**src/rtl/sns_pkg.sv**
```systemverilog
// Shared types and constants of the SPI NOR flash command sequencer.
// Used by the front end, the job queue, the back end and the top level.
package sns_pkg;

    // payload widths
    localparam int ACT_W  = 3;
    localparam int ADDR_W = 32;
    localparam int CNT_W  = 16;
    localparam int BYTE_W = 8;

    // flash geometry
    localparam int PAGE_BYTES   = 256;
    localparam int SECTOR_BYTES = 4096;
    localparam int PAGE_W       = $clog2(PAGE_BYTES);
    localparam int ROOM_W       = PAGE_W + 1;
    localparam int SECT_SHIFT   = $clog2(SECTOR_BYTES);

    // job queue and back end sizing
    localparam int QUEUE_DEPTH = 4;
    localparam int QPTR_W      = $clog2(QUEUE_DEPTH);
    localparam int QCNT_W      = $clog2(QUEUE_DEPTH + 1);
    localparam int STEP_W      = 3;

    // request codes
    localparam logic [ACT_W-1:0] ACT_READ       = 3'd0;
    localparam logic [ACT_W-1:0] ACT_WRITE      = 3'd1;
    localparam logic [ACT_W-1:0] ACT_WDATA      = 3'd2;
    localparam logic [ACT_W-1:0] ACT_REPLY      = 3'd3;
    localparam logic [ACT_W-1:0] ACT_SECT_ERASE = 3'd4;
    localparam logic [ACT_W-1:0] ACT_CHIP_ERASE = 3'd5;

    // flash opcodes
    localparam logic [BYTE_W-1:0] CMD_WREN  = 8'h06;
    localparam logic [BYTE_W-1:0] CMD_RDSR1 = 8'h05;
    localparam logic [BYTE_W-1:0] CMD_READ  = 8'h03;
    localparam logic [BYTE_W-1:0] CMD_PP    = 8'h02;
    localparam logic [BYTE_W-1:0] CMD_SE    = 8'h20;
    localparam logic [BYTE_W-1:0] CMD_CE    = 8'hC7;
    localparam logic [BYTE_W-1:0] DUMMY     = 8'hFF;

    typedef enum logic [2:0] {
        PH_IDLE,
        PH_READ,
        PH_WDATA,
        PH_POLL_PROG,
        PH_POLL_PRE,
        PH_ERASE_ACK,
        PH_POLL_POST
    } t_phase;

    typedef enum logic [1:0] {
        OP_READ,
        OP_PROG,
        OP_SECT,
        OP_CHIP
    } t_op;

    // byte sequences the back end knows how to emit
    typedef enum logic [3:0] {
        J_ERR,       // phase error marker
        J_DONE,      // completion marker only
        J_RSTART,    // read opcode, address, first dummy
        J_RREPLY,    // read data, maybe next dummy
        J_PAGE,      // write enable, program opcode, address
        J_BYTE,      // one data byte
        J_CMD_POLL,  // one byte with cs release, then status poll
        J_POLL,      // status poll
        J_SECT       // sector erase opcode and address
    } t_job_kind;

    typedef struct packed {
        t_job_kind          kind;
        logic [ADDR_W-1:0]  addr;
        logic [BYTE_W-1:0]  data;
        logic               four_byte;
        logic               flag_a;  // zero length / done
        logic               flag_b;  // release after next dummy
    } t_job;

    typedef struct packed {
        logic [BYTE_W-1:0] spi_byte;
        logic              spi_valid;
        logic              cs_release;
        logic              expect_reply;
        logic [BYTE_W-1:0] read_data;
        logic              read_valid;
        logic              op_done;
        logic              phase_error;
        logic              last;
    } t_result;

endpackage

```
**src/rtl/sns_front.sv**
```systemverilog
// Front end: accepts request transactions, tracks the flash phase and turns
// each request into one job for the back end. Depends on sns_pkg.
module sns_front (
    input  logic                           i_clk,
    input  logic                           i_rst_n,
    input  logic                           i_cfg_wr_en,
    input  logic                           i_cfg_wr_data,
    input  logic                           i_accept,
    input  logic [sns_pkg::ACT_W-1:0]      i_action,
    input  logic [sns_pkg::ADDR_W-1:0]     i_address,
    input  logic [sns_pkg::CNT_W-1:0]      i_byte_count,
    input  logic [sns_pkg::BYTE_W-1:0]     i_value,
    output sns_pkg::t_job                  o_job
);

    sns_pkg::t_phase                  r_phase, n_phase;
    sns_pkg::t_op                     r_op, n_op;
    logic [sns_pkg::ADDR_W-1:0]       r_cur, n_cur;
    logic [sns_pkg::CNT_W-1:0]        r_bytes, n_bytes;
    logic [sns_pkg::ROOM_W-1:0]       r_chunk, n_chunk;
    logic                             r_four;

    logic [sns_pkg::ADDR_W-1:0]       pg_addr;
    logic [sns_pkg::CNT_W-1:0]        pg_cnt;
    logic [sns_pkg::ROOM_W-1:0]       room;
    logic [sns_pkg::ROOM_W-1:0]       pg_chunk;
    logic [sns_pkg::CNT_W-1:0]        bytes_dec;
    logic [sns_pkg::ROOM_W-1:0]       chunk_dec;

    // address width register
    always_ff @(posedge i_clk) begin
        if (!i_rst_n) begin
            r_four <= 1'b1;
        end else if (i_cfg_wr_en) begin
            r_four <= i_cfg_wr_data;
        end
    end

    // request state
    always_ff @(posedge i_clk) begin
        if (!i_rst_n) begin
            r_phase <= sns_pkg::PH_IDLE;
            r_op    <= sns_pkg::OP_READ;
            r_cur   <= '0;
            r_bytes <= '0;
            r_chunk <= '0;
        end else if (i_accept) begin
            r_phase <= n_phase;
            r_op    <= n_op;
            r_cur   <= n_cur;
            r_bytes <= n_bytes;
            r_chunk <= n_chunk;
        end
    end

    // bytes left in the page the next program starts in
    always_comb begin
        pg_addr  = (r_phase == sns_pkg::PH_IDLE) ? i_address : r_cur;
        pg_cnt   = (r_phase == sns_pkg::PH_IDLE) ? i_byte_count : r_bytes;
        room     = sns_pkg::ROOM_W'(sns_pkg::PAGE_BYTES)
                   - {1'b0, pg_addr[sns_pkg::PAGE_W-1:0]};
        pg_chunk = (pg_cnt < {{(sns_pkg::CNT_W - sns_pkg::ROOM_W){1'b0}}, room})
                   ? pg_cnt[sns_pkg::ROOM_W-1:0] : room;
        bytes_dec = r_bytes - sns_pkg::CNT_W'(1);
        chunk_dec = r_chunk - sns_pkg::ROOM_W'(1);
    end

    // classify the transaction against the phase, next state and job
    always_comb begin
        n_phase = r_phase;
        n_op    = r_op;
        n_cur   = r_cur;
        n_bytes = r_bytes;
        n_chunk = r_chunk;
        o_job           = '0;
        o_job.kind      = sns_pkg::J_ERR;
        o_job.four_byte = r_four;
        case (r_phase)
            sns_pkg::PH_IDLE: begin
                if (i_action == sns_pkg::ACT_READ) begin
                    n_op         = sns_pkg::OP_READ;
                    n_cur        = i_address;
                    n_bytes      = i_byte_count;
                    o_job.kind   = sns_pkg::J_RSTART;
                    o_job.addr   = i_address;
                    o_job.flag_a = (i_byte_count == '0);
                    o_job.flag_b = (i_byte_count == sns_pkg::CNT_W'(1));
                    if (i_byte_count != '0) begin
                        n_phase = sns_pkg::PH_READ;
                    end
                end else if (i_action == sns_pkg::ACT_WRITE) begin
                    n_op    = sns_pkg::OP_PROG;
                    n_cur   = i_address;
                    n_bytes = i_byte_count;
                    if (i_byte_count == '0) begin
                        o_job.kind = sns_pkg::J_DONE;
                    end else begin
                        n_chunk    = pg_chunk;
                        o_job.kind = sns_pkg::J_PAGE;
                        o_job.addr = i_address;
                        n_phase    = sns_pkg::PH_WDATA;
                    end
                end else if (i_action == sns_pkg::ACT_SECT_ERASE ||
                             i_action == sns_pkg::ACT_CHIP_ERASE) begin
                    if (i_action == sns_pkg::ACT_SECT_ERASE) begin
                        n_op  = sns_pkg::OP_SECT;
                        n_cur = i_address << sns_pkg::SECT_SHIFT;
                    end else begin
                        n_op  = sns_pkg::OP_CHIP;
                        n_cur = '0;
                    end
                    o_job.kind = sns_pkg::J_CMD_POLL;
                    o_job.data = sns_pkg::CMD_WREN;
                    n_phase    = sns_pkg::PH_POLL_PRE;
                end
            end
            sns_pkg::PH_READ: begin
                if (i_action == sns_pkg::ACT_REPLY) begin
                    n_bytes      = bytes_dec;
                    o_job.kind   = sns_pkg::J_RREPLY;
                    o_job.data   = i_value;
                    o_job.flag_a = (bytes_dec == '0);
                    o_job.flag_b = (bytes_dec == sns_pkg::CNT_W'(1));
                    if (bytes_dec == '0) begin
                        n_phase = sns_pkg::PH_IDLE;
                    end
                end
            end
            sns_pkg::PH_WDATA: begin
                if (i_action == sns_pkg::ACT_WDATA) begin
                    n_cur      = r_cur + sns_pkg::ADDR_W'(1);
                    n_bytes    = bytes_dec;
                    n_chunk    = chunk_dec;
                    o_job.data = i_value;
                    if (chunk_dec == '0) begin
                        o_job.kind = sns_pkg::J_CMD_POLL;
                        n_phase    = sns_pkg::PH_POLL_PROG;
                    end else begin
                        o_job.kind = sns_pkg::J_BYTE;
                    end
                end
            end
            default: begin
                // polling phases, driven by status replies
                if (i_action == sns_pkg::ACT_REPLY) begin
                    if (r_phase == sns_pkg::PH_ERASE_ACK) begin
                        o_job.kind = sns_pkg::J_POLL;
                        n_phase    = sns_pkg::PH_POLL_POST;
                    end else if (i_value[0]) begin
                        o_job.kind = sns_pkg::J_POLL;
                    end else if (r_phase == sns_pkg::PH_POLL_PROG) begin
                        if (r_bytes != '0) begin
                            n_chunk    = pg_chunk;
                            o_job.kind = sns_pkg::J_PAGE;
                            o_job.addr = r_cur;
                            n_phase    = sns_pkg::PH_WDATA;
                        end else begin
                            o_job.kind = sns_pkg::J_DONE;
                            n_phase    = sns_pkg::PH_IDLE;
                        end
                    end else if (r_phase == sns_pkg::PH_POLL_PRE) begin
                        if (r_op == sns_pkg::OP_CHIP) begin
                            o_job.kind = sns_pkg::J_CMD_POLL;
                            o_job.data = sns_pkg::CMD_CE;
                            n_phase    = sns_pkg::PH_POLL_POST;
                        end else begin
                            o_job.kind = sns_pkg::J_SECT;
                            o_job.addr = r_cur;
                            n_phase    = sns_pkg::PH_ERASE_ACK;
                        end
                    end else begin
                        o_job.kind = sns_pkg::J_DONE;
                        n_phase    = sns_pkg::PH_IDLE;
                    end
                end
            end
        endcase
    end

endmodule

```
**src/rtl/sns_job_fifo.sv**
```systemverilog
// Short job queue between the front end and the back end, first-word
// fall-through. Depends on sns_pkg.
module sns_job_fifo (
    input  logic           i_clk,
    input  logic           i_rst_n,
    input  logic           i_push,
    input  sns_pkg::t_job  i_job,
    input  logic           i_pop,
    output sns_pkg::t_job  o_job,
    output logic           o_full,
    output logic           o_empty
);

    sns_pkg::t_job                 r_mem [sns_pkg::QUEUE_DEPTH];
    logic [sns_pkg::QPTR_W-1:0]    r_wr_ptr;
    logic [sns_pkg::QPTR_W-1:0]    r_rd_ptr;
    logic [sns_pkg::QCNT_W-1:0]    r_count;

    assign o_full  = (r_count == sns_pkg::QCNT_W'(sns_pkg::QUEUE_DEPTH));
    assign o_empty = (r_count == '0);
    assign o_job   = r_mem[r_rd_ptr];

    // storage
    always_ff @(posedge i_clk) begin
        if (i_push) begin
            r_mem[r_wr_ptr] <= i_job;
        end
    end

    // pointers and fill level
    always_ff @(posedge i_clk) begin
        if (!i_rst_n) begin
            r_wr_ptr <= '0;
            r_rd_ptr <= '0;
            r_count  <= '0;
        end else begin
            if (i_push) begin
                r_wr_ptr <= r_wr_ptr + sns_pkg::QPTR_W'(1);
            end
            if (i_pop) begin
                r_rd_ptr <= r_rd_ptr + sns_pkg::QPTR_W'(1);
            end
            if (i_push && !i_pop) begin
                r_count <= r_count + sns_pkg::QCNT_W'(1);
            end else if (!i_push && i_pop) begin
                r_count <= r_count - sns_pkg::QCNT_W'(1);
            end
        end
    end

endmodule

```
**src/rtl/sns_back.sv**
```systemverilog
// Back end: steps through the head job one result per cycle while the output
// is not stalled, into the output register. Depends on sns_pkg.
module sns_back (
    input  logic              i_clk,
    input  logic              i_rst_n,
    input  sns_pkg::t_job     i_job,
    input  logic              i_empty,
    input  logic              i_out_stall,
    output logic              o_pop,
    output logic              o_valid,
    output sns_pkg::t_result  o_result
);

    logic [sns_pkg::STEP_W-1:0]   r_step;
    logic                         r_valid;
    sns_pkg::t_result             r_result;
    sns_pkg::t_result             res;
    logic                         out_free;
    logic [sns_pkg::STEP_W-1:0]   step_m1;
    logic [sns_pkg::STEP_W-1:0]   step_m2;
    logic [sns_pkg::STEP_W-1:0]   addr_cnt;
    logic [1:0]                   k_last;
    logic [1:0]                   k1;
    logic [1:0]                   k2;

    // address byte k of the frame, skipping the top byte in three-byte mode
    function automatic logic [sns_pkg::BYTE_W-1:0] addr_byte(
        input logic [sns_pkg::ADDR_W-1:0] a,
        input logic                       four,
        input logic [1:0]                 k
    );
        logic [1:0] sel;
        logic [sns_pkg::BYTE_W-1:0] b;
        sel = four ? k : k + 2'd1;
        case (sel)
            2'd0:    b = a[31:24];
            2'd1:    b = a[23:16];
            2'd2:    b = a[15:8];
            default: b = a[7:0];
        endcase
        return b;
    endfunction

    assign out_free = !r_valid || !i_out_stall;
    assign o_pop    = out_free && !i_empty && res.last;
    assign o_valid  = r_valid;
    assign o_result = r_result;

    // step decode
    always_comb begin
        step_m1  = r_step - sns_pkg::STEP_W'(1);
        step_m2  = r_step - sns_pkg::STEP_W'(2);
        k1       = step_m1[1:0];
        k2       = step_m2[1:0];
        addr_cnt = i_job.four_byte ? sns_pkg::STEP_W'(4) : sns_pkg::STEP_W'(3);
        k_last   = i_job.four_byte ? 2'd3 : 2'd2;
    end

    // result of the current step of the head job
    always_comb begin
        res = '0;
        case (i_job.kind)
            sns_pkg::J_ERR: begin
                res.phase_error = 1'b1;
                res.last        = 1'b1;
            end
            sns_pkg::J_DONE: begin
                res.op_done = 1'b1;
                res.last    = 1'b1;
            end
            sns_pkg::J_RREPLY: begin
                res.read_data  = i_job.data;
                res.read_valid = 1'b1;
                res.last       = 1'b1;
                if (i_job.flag_a) begin
                    res.op_done = 1'b1;
                end else begin
                    res.spi_byte     = sns_pkg::DUMMY;
                    res.spi_valid    = 1'b1;
                    res.expect_reply = 1'b1;
                    res.cs_release   = i_job.flag_b;
                end
            end
            sns_pkg::J_RSTART: begin
                res.spi_valid = 1'b1;
                if (r_step == '0) begin
                    res.spi_byte = sns_pkg::CMD_READ;
                end else if (r_step <= addr_cnt) begin
                    res.spi_byte = addr_byte(i_job.addr, i_job.four_byte, k1);
                    if (k1 == k_last && i_job.flag_a) begin
                        res.cs_release = 1'b1;
                        res.op_done    = 1'b1;
                        res.last       = 1'b1;
                    end
                end else begin
                    res.spi_byte     = sns_pkg::DUMMY;
                    res.expect_reply = 1'b1;
                    res.cs_release   = i_job.flag_b;
                    res.last         = 1'b1;
                end
            end
            sns_pkg::J_PAGE: begin
                res.spi_valid = 1'b1;
                if (r_step == '0) begin
                    res.spi_byte   = sns_pkg::CMD_WREN;
                    res.cs_release = 1'b1;
                end else if (r_step == sns_pkg::STEP_W'(1)) begin
                    res.spi_byte = sns_pkg::CMD_PP;
                end else begin
                    res.spi_byte = addr_byte(i_job.addr, i_job.four_byte, k2);
                    res.last     = (k2 == k_last);
                end
            end
            sns_pkg::J_BYTE: begin
                res.spi_byte  = i_job.data;
                res.spi_valid = 1'b1;
                res.last      = 1'b1;
            end
            sns_pkg::J_CMD_POLL: begin
                res.spi_valid = 1'b1;
                if (r_step == '0) begin
                    res.spi_byte   = i_job.data;
                    res.cs_release = 1'b1;
                end else if (r_step == sns_pkg::STEP_W'(1)) begin
                    res.spi_byte = sns_pkg::CMD_RDSR1;
                end else begin
                    res.spi_byte     = sns_pkg::DUMMY;
                    res.expect_reply = 1'b1;
                    res.cs_release   = 1'b1;
                    res.last         = 1'b1;
                end
            end
            sns_pkg::J_POLL: begin
                res.spi_valid = 1'b1;
                if (r_step == '0) begin
                    res.spi_byte = sns_pkg::CMD_RDSR1;
                end else begin
                    res.spi_byte     = sns_pkg::DUMMY;
                    res.expect_reply = 1'b1;
                    res.cs_release   = 1'b1;
                    res.last         = 1'b1;
                end
            end
            sns_pkg::J_SECT: begin
                res.spi_valid = 1'b1;
                if (r_step == '0) begin
                    res.spi_byte = sns_pkg::CMD_SE;
                end else begin
                    res.spi_byte = addr_byte(i_job.addr, i_job.four_byte, k1);
                    if (k1 == k_last) begin
                        res.cs_release   = 1'b1;
                        res.expect_reply = 1'b1;
                        res.last         = 1'b1;
                    end
                end
            end
            default: begin
                res.phase_error = 1'b1;
                res.last        = 1'b1;
            end
        endcase
    end

    // step counter and output valid
    always_ff @(posedge i_clk) begin
        if (!i_rst_n) begin
            r_valid <= 1'b0;
            r_step  <= '0;
        end else if (out_free) begin
            r_valid <= !i_empty;
            if (!i_empty) begin
                r_step <= res.last ? '0 : r_step + sns_pkg::STEP_W'(1);
            end
        end
    end

    // output payload register
    always_ff @(posedge i_clk) begin
        if (out_free && !i_empty) begin
            r_result <= res;
        end
    end

endmodule

```
**src/rtl/spi_nor_flash_command_sequencer.sv**
```systemverilog
// Top level of the SPI NOR flash command sequencer.
// Instantiates sns_front, sns_job_fifo and sns_back; depends on sns_pkg.
//
// Every request transaction yields one to six result transactions, one per
// SPI byte or event, and the back end delivers one result per clock through
// its output register while the output is not stalled.
// The front end classifies one request per clock against the current flash
// phase and hands a job to a four-entry queue; it stalls only when that queue
// is full. The four-byte address setting is sampled when the request is accepted.
module spi_nor_flash_command_sequencer (
    input  logic                           i_clk,
    input  logic                           i_rst_n,
    input  logic                           i_cfg_wr_en,
    input  logic                           i_cfg_wr_data,
    input  logic                           i_valid,
    output logic                           o_stall,
    input  logic [sns_pkg::ACT_W-1:0]      i_action,
    input  logic [sns_pkg::ADDR_W-1:0]     i_address,
    input  logic [sns_pkg::CNT_W-1:0]      i_byte_count,
    input  logic [sns_pkg::BYTE_W-1:0]     i_value,
    output logic                           o_valid,
    input  logic                           i_stall,
    output logic [sns_pkg::BYTE_W-1:0]     o_spi_byte,
    output logic                           o_spi_valid,
    output logic                           o_cs_release,
    output logic                           o_expect_reply,
    output logic [sns_pkg::BYTE_W-1:0]     o_read_data,
    output logic                           o_read_valid,
    output logic                           o_op_done,
    output logic                           o_phase_error,
    output logic                           o_last
);

    sns_pkg::t_job     front_job;
    sns_pkg::t_job     head_job;
    sns_pkg::t_result  result;
    logic              q_full;
    logic              q_empty;
    logic              q_pop;
    logic              in_accept;

    assign o_stall   = q_full;
    assign in_accept = i_valid && !q_full;

    // request classification
    sns_front u_front (
        .i_clk         (i_clk),
        .i_rst_n       (i_rst_n),
        .i_cfg_wr_en   (i_cfg_wr_en),
        .i_cfg_wr_data (i_cfg_wr_data),
        .i_accept      (in_accept),
        .i_action      (i_action),
        .i_address     (i_address),
        .i_byte_count  (i_byte_count),
        .i_value       (i_value),
        .o_job         (front_job)
    );

    // job queue
    sns_job_fifo u_fifo (
        .i_clk   (i_clk),
        .i_rst_n (i_rst_n),
        .i_push  (in_accept),
        .i_job   (front_job),
        .i_pop   (q_pop),
        .o_job   (head_job),
        .o_full  (q_full),
        .o_empty (q_empty)
    );

    // byte stream generation
    sns_back u_back (
        .i_clk       (i_clk),
        .i_rst_n     (i_rst_n),
        .i_job       (head_job),
        .i_empty     (q_empty),
        .i_out_stall (i_stall),
        .o_pop       (q_pop),
        .o_valid     (o_valid),
        .o_result    (result)
    );

    // result fields
    assign o_spi_byte     = result.spi_byte;
    assign o_spi_valid    = result.spi_valid;
    assign o_cs_release   = result.cs_release;
    assign o_expect_reply = result.expect_reply;
    assign o_read_data    = result.read_data;
    assign o_read_valid   = result.read_valid;
    assign o_op_done      = result.op_done;
    assign o_phase_error  = result.phase_error;
    assign o_last         = result.last;

endmodule

```
**config.mk**
```make
export PLATFORM = sky130hd
export DESIGN_NAME = spi_nor_flash_command_sequencer
export DESIGN_NICKNAME = d
export VERILOG_FILES = /design/src/rtl/sns_pkg.sv /design/src/rtl/sns_front.sv /design/src/rtl/sns_job_fifo.sv /design/src/rtl/sns_back.sv /design/src/rtl/spi_nor_flash_command_sequencer.sv
export SDC_FILE = /design/constraint.sdc
export NUM_CORES = 1
export LEC_CHECK = 0
export ABC_AREA = 1
export BUFFER_PORTS_ARGS = -buffer_cell sky130_fd_sc_hd__buf_2
export CORE_MARGIN = 3
export CORE_UTILIZATION = 60
export CTS_CLUSTER_DIAMETER = 50
export DETAILED_ROUTE_END_ITERATION = 7
export PLACE_DENSITY = 0.9
export RECOVER_POWER = 50
export SLEW_MARGIN = 15
export SYNTH_ARGS = -nofsm -noshare
export SYNTH_HDL_FRONTEND = slang
export SYNTH_SLANG_ARGS = --single-unit
```
**constraint.sdc**
```tcl
create_clock -name i_clk -period 4.4 [get_ports i_clk]
set_input_delay 0 -clock i_clk [delete_from_list [all_inputs] [get_ports i_clk]]
set_output_delay 0 -clock i_clk [all_outputs]
set_load 0.02 [all_outputs]
```
# [Yosys cells after proc, flatten, opt, wreduce, memory -nomap -nowiden]
# Memories as Yosys holds them, arrays and structs flattened. A register that Yosys moved wholly into a read port is not among the register bits.
# Cells that the tools add are included.
[totals] out_inout_bits=25 ram_bits=188 memories=1 elab_cells=252 inputBits=65 reg_bits=97
[op_classes] n_reduce_logical=40 eq_ne=43 mux=131 n_addsub=13 bitwise=2 n_lt_le_gt_ge=2
[mem_list] name="u_fifo.r_mem" depth=4 word_bits=47 read_ports=1 rd_ports_with_merged_regs=1 wr=1 line_no="sns_job_fifo.sv:14" text="sns_pkg::t_job r_mem [sns_pkg::QUEUE_DEPTH];"
[ops] cell="32-bit 2-to-1 mux" n=9
[ops] cell="32-bit case mux with 2 select lines" n=2
[ops] cell="40-bit 2-to-1 mux" n=3
[ops] cell="8-bit 2-to-1 mux" n=15
[ops] cell="9-bit 2-to-1 mux" n=10
[ops] cell="16-bit 2-to-1 mux" n=5
[ops] cell="36-bit 2-to-1 mux" n=2
[ops] cell="8-bit case mux with 3 select lines" n=3
[ops] cell="3-bit 2-to-1 mux" n=22
[ops] cell="9-bit case mux with 7 select lines" n=1
[ops] cell="16-bit case mux with 3 select lines" n=1
[ops] cell="44-bit 2-to-1 mux" n=1
[ops] cell="2-bit 2-to-1 mux" n=18
[ops] cell="32-bit by 1-bit adder with 32-bit output (second input constant)" n=1
[ops] cell="16-bit by 1-bit == test with 1-bit output (second input constant)" n=2
[ops] cell="16-bit logical NOT" n=2
[ops] cell="16-bit nonzero test" n=2
[ops] cell="9-bit case mux with 3 select lines" n=1
[ops] cell="1-bit 2-to-1 mux" n=24
[ops] cell="4-bit 2-to-1 mux" n=6
[ops] cell="4-bit by 3-bit == test with 1-bit output (second input constant)" n=4
[ops] cell="16-bit by 9-bit less-than comparator with 1-bit output" n=1
[ops] cell="16-bit by 1-bit subtractor with 16-bit output (second input constant)" n=1
[ops] cell="3-bit == test (second input constant)" n=5
[ops] cell="other kinds (47)" n=90

# [Logic depth before layout (Yosys ltp)]
[logic_depth] depth_word=11 mapped_depth=24

# [Modules after synthesis]
# A second synthesis with hierarchy kept.
[unflattened] cells_unflattened=1830 hier_area_um2=16050.4
[modules_own_cells] module="sns_job_fifo" seq_area_each_um2=5825.6 cells_each=513 area_each_um2=7821.3 n_inst=1
[modules_own_cells] module="sns_front" seq_area_each_um2=1261.2 cells_each=1015 area_each_um2=6102.1 n_inst=1
[modules_own_cells] module="sns_back" seq_area_each_um2=770.7 cells_each=300 area_each_um2=2117.0 n_inst=1
[modules_own_cells] module="spi_nor_flash_command_sequencer" seq_area_each_um2=0.0 cells_each=2 area_each_um2=10.0 n_inst=1

# [Worst setup path before layout]
# OpenSTA, ideal clock, no wires.
[synth_timing] kind="register to register" startpoint="register u_fifo.r_count[0] (netlist bit)" endpoint="register u_fifo.r_count[1] (netlist bit)" path_stages_with_launch=9 path_slack_ps=1034 n_path_buf=0 t_arrival_ps=3245 required_ps=4280 setup_ps=120 period_less_slack_ps=3366 path_cell_list="dfxtp_1 -> inv_1 -> a31oi_1 -> nand2_2 -> ha_1 -> inv_1 -> fa_1 -> o21ai_0 -> a21oi_1"
[synth_between] elab_chain_cells=7
[synth_rtl] element="start, declared" line_no="sns_job_fifo.sv:17" text="logic [sns_pkg::QCNT_W-1:0] r_count;"
[synth_rtl] element="start signal, assigned" line_no="sns_job_fifo.sv:44" text="r_count <= r_count + sns_pkg::QCNT_W'(1);"
[synth_rtl] element="start signal, assigned" line_no="sns_job_fifo.sv:46" text="r_count <= r_count - sns_pkg::QCNT_W'(1);"
[synth_rtl] element="branches (longest 7 deep; another with 3-bit by 1-bit subtractor with 3-bit output)"
# Several ways; the timed one is not identified. The select of a mux whose other input is x is not followed.
# A chain may end at the register's enable or synchronous reset.

# [Worst setup path after layout]
[layout_timing] startpoint="register u_front.r_phase[0]" endpoint="register u_front.r_cur[25] (netlist bit)"
[layout_between] elab_chain_cells=3
[layout_rtl] element="start, declared" line_no="sns_front.sv:16" text="sns_pkg::t_phase r_phase, n_phase;"
[layout_rtl] element="start signal, assigned" line_no="sns_front.sv:42" text="r_phase <= sns_pkg::PH_IDLE;"
[layout_rtl] element="start signal, assigned" line_no="sns_front.sv:48" text="r_phase <= n_phase;"
[layout_rtl] element="3-bit logical NOT or 3-bit by 2-bit == test with 1-bit output (tied branches)" line_no="sns_front.sv:78" text="case (r_phase)"
[layout_rtl] element="4-bit != test (no source line), or another cell as far along"
[layout_rtl] element="4-bit AND reduction (no source line)"
[layout_rtl] element="end signal, assigned" line_no="sns_front.sv:50" text="r_cur <= n_cur;"
[layout_rtl] element="end, declared" line_no="sns_front.sv:18" text="logic [sns_pkg::ADDR_W-1:0] r_cur, n_cur;"
# Parallel ways exist; a longest one is shown, timed or not.

==> impl_metrics.yaml <==
outcome:
  outcome: "finished, violations left"
  violations: "capacitance limit, slew limit"
critical_path:
  r2r_setup_slack_ns: 0.28
  crit_type: "reg -> reg"
  cp.arrival_ns: 4.57
  critPathLaunchType: "register"
  critPathRequiredTime_ns: 4.84
  critPathMaxFanout: 44
  end_kind: "register"
run:
  max_cap_viol_count: 7
floorplan:
  die_w_um: 167
  start_util_pct: 61.4
  core_area_um2: 25300
  fp.dieH_um: 167
  die_area_um2: 27900
  io_pins: 90
  fp-row-count: 58
worst_hold_path:
  hold_class: "in -> reg"
pwr:
  cellLeakagePower_nw: 7.04
  ir_drop_mv: 0.505
  power_w: 0.0118
  p_per_area_nw_per_um2: 664
timing:
  rsz0062_at_grt: "no"
  fin_ws_ns: 0.276
  fin_tns_setup_ns: 0
  hold_viol: 0
  maxSlewViolCount: 205
  fmax_ghz: 0.243
  min_period_ns: 4.12
  worstMarginPinSlew_ns: 2.01
  setup_viol: 0
  finalCritPeriodShare_pct: 93.7
  fin_skew_ns: 0.00985
  slew_headroom_pct: -33.7
global_route:
  grt_pass1_vias: 13500
  antenna_found_initial: 1
  grt_first_pass_wirelength_um: 71400
  grt_max_degree: 63
  overflow: 0
  grt_usage_pct: 31.4
clock_network:
  cts.clk_slew.worst_paths_ns: 0.06
  cts-buffers-inserted: 31
  cts_buffer_depth: 3
  root_buffer: "clkbuf_16"
  insertion_delay_ns: 0.56
  cts_tree: "done"
  cts.sinks: 287
  cts.htree.levels: 1
route:
  drt_iter0_markers: 1881
  route.detailed.drc: 0
  ant_nets: 0
  avgRoutedWirePerCell_um: 19.6
  vias: 14200
  wirelength_um: 45200
  viasPerCell: 6.16
  drtPass1Iterations: 6
yosys:
  syn_area_per_cell_um2: 8.51
  synth_cell_types: 54
  netlist_area_um2: 15600
  yosys_register_bits: 287
  synthTopCellsByArea: "edfxtp_1, dfxtp_1, nand2_1"
  postSynthCellCount: 1827
  synth_fp_nets: 1920
  ys.flop_type: "edfxtp_1"
  ys_seq_area_share_pct: 50.5
  synth_top_area_share_pct: 40.7
  synthArstFlopShare_pct: 0
  synth-edff-count: 211
  synth_top_area_cell: "edfxtp_1"
  yosys_warnings: 0
layout:
  layout.nets: 2043
  drive_gt1_share_pct: 9.68
  area_growth_pct: 14.3
placement:
  port_buffers: 89
  post-place-ws_ns: 0.690
  hpwl_um: 30000
  routabilityCongestion: 0.961
## path summary, 6_finish.rpt
kind | from | end | depth (start not counted)
worst min-delay path | i_address[28] | u_fifo.r_mem[2][39] | 3
worst min register to register | u_front.r_bytes[14] | u_front.r_bytes[14] | 2
worst max register to register | u_front.r_phase[0] | u_front.r_cur[25] | 9
worst max-delay path | u_front.r_phase[0] | u_front.r_cur[25] | 9
## flip-flops by register name, summed over array words and instances (netlist names), named ones only
signal / cells
u_back.o_result: 23
u_front.r_phase: 3
u_front.r_bytes: 16
u_back.r_step: 3
u_fifo.r_rd_ptr: 2
u_front.r_chunk: 9
u_front.r_op: 2
u_fifo.r_count: 3
u_fifo.r_wr_ptr: 2
u_fifo.r_mem: 188
u_back.o_valid: 1
u_front.r_four: 1
u_front.r_cur: 32
## worst max-delay path: stages, from the launching register on
cell      delay (ns)
dfxtp_1         0.35
nor2_1          0.52
nand2_2         0.37
buf_4           0.37
nor2_1          0.20
nand2_1         0.10
nand3_1         0.11
clkbuf_1        1.44
nor2_1          0.18
a221oi_1        0.34
## synthesized netlist by cell type (all sizes together) (5+ instances only)
| cell | count |
|---|---|
| inv | 185 |
| o32ai | 27 |
| o31ai | 5 |
| a211oi | 8 |
| a221oi | 16 |
| dfxtp | 76 |
| o21ai | 144 |
| a31oi | 7 |
| buf | 37 |
| ha | 27 |
| edfxtp | 211 |
| nor2 | 238 |
| nor3 | 32 |
| a32oi | 6 |
| or2 | 6 |
| o211ai | 12 |
| a32o | 10 |
| a21oi | 138 |
| nand2 | 386 |
| clkbuf | 42 |
| nand4 | 21 |
| nor4 | 6 |
| o22ai | 32 |
| xor2 | 42 |
| nand3 | 91 |
| xnor2 | 6 |
## where the power goes
group	total [W]	switching (W)	internal [W]
sequential	0.00381	0.000284	0.00352
clock	0.00270	0.00106	0.00164
combinational	0.00529	0.00373	0.00156
## logic make-up (layout without fill, tap and decap cells)
kind of cell / count (synthesis) / after routing / synth area share [%]
buffers and inverters: 266 / 413 / 6.83
flip-flops: 287 / 287 / 50.5
adder cells (fa/ha/maj): 28 / 28 / 2.30
AO/OA/AOI/OAI: 412 / 412 / 15.8
XOR/XNOR: 48 / 48 / 2.70
other: 0 / 1 / 0
AND/OR/NAND/NOR: 786 / 786 / 21.8
## placed cells by master (no fill, tap or decap), types with 7 or more instances in the layout
cell type      instances
nand2_1              374
nor2_1               228
edfxtp_1             211
inv_1                170
a21oi_1              136
o21ai_0              134
nand3_1               85
dfxtp_1               75
buf_2                 63
dlygate4sd3_1         57
xor2_1                42
clkbuf_1              37
o22ai_1               31
clkbuf_16             31
nor3_1                29
o32ai_1               27
ha_1                  27
nand4_1               21
buf_4                 17
a221oi_1              16
inv_2                 14
o211ai_1              12
a32o_1                10
a211oi_1               8
a31oi_1                7
nand2_2                7
nor2_2                 7
o21ai_1                7
## metrics by stage
stage,hold WS (ns),std cells,area (um^2),utilization (%)
6_report,0.0319,2305,17800,70.2
5_1_grt,0.0496,2305,17800,70.2
4_1_cts,0.0123,2304,17900,70.7
3_5_place_dp,0.207,2190,16300,64.3
3_3_place_gp,0.198,2190,16300,64.3
2_1_floorplan,0.100,1827,15600,-
## cell type report
type                            count  area, um^2
Tap cell                          330         413
Timing Repair Buffer              169        1140
Fill cell                        1866        7540
Multi-Input combinational cell   1274        6610
Sequential cell                   287        7860
Antenna cell                        1        2.50
Clock inverter                     15         213
Clock buffer                       42         847
Inverter                          187         704
## timing repair
| action | 4_1_cts | 5_1_grt |
|---|---|---|
| setup buffers | 0 | 0 |
| resized for setup | 0 | 0 |
| endpoints found under the hold margin | 85 | 0 |
| hold buffers | 57 | 0 |
## per-layer routing
metal	wire, um	vias to the layer above	track usage (%)
met5	0	-	0
met4	1700	0	10.7
met3	4990	135	6.46
met2	20900	925	51.1
met1	17600	6593	42.4
li1	-	6553	-
Power figures use the tool's default switching activity.
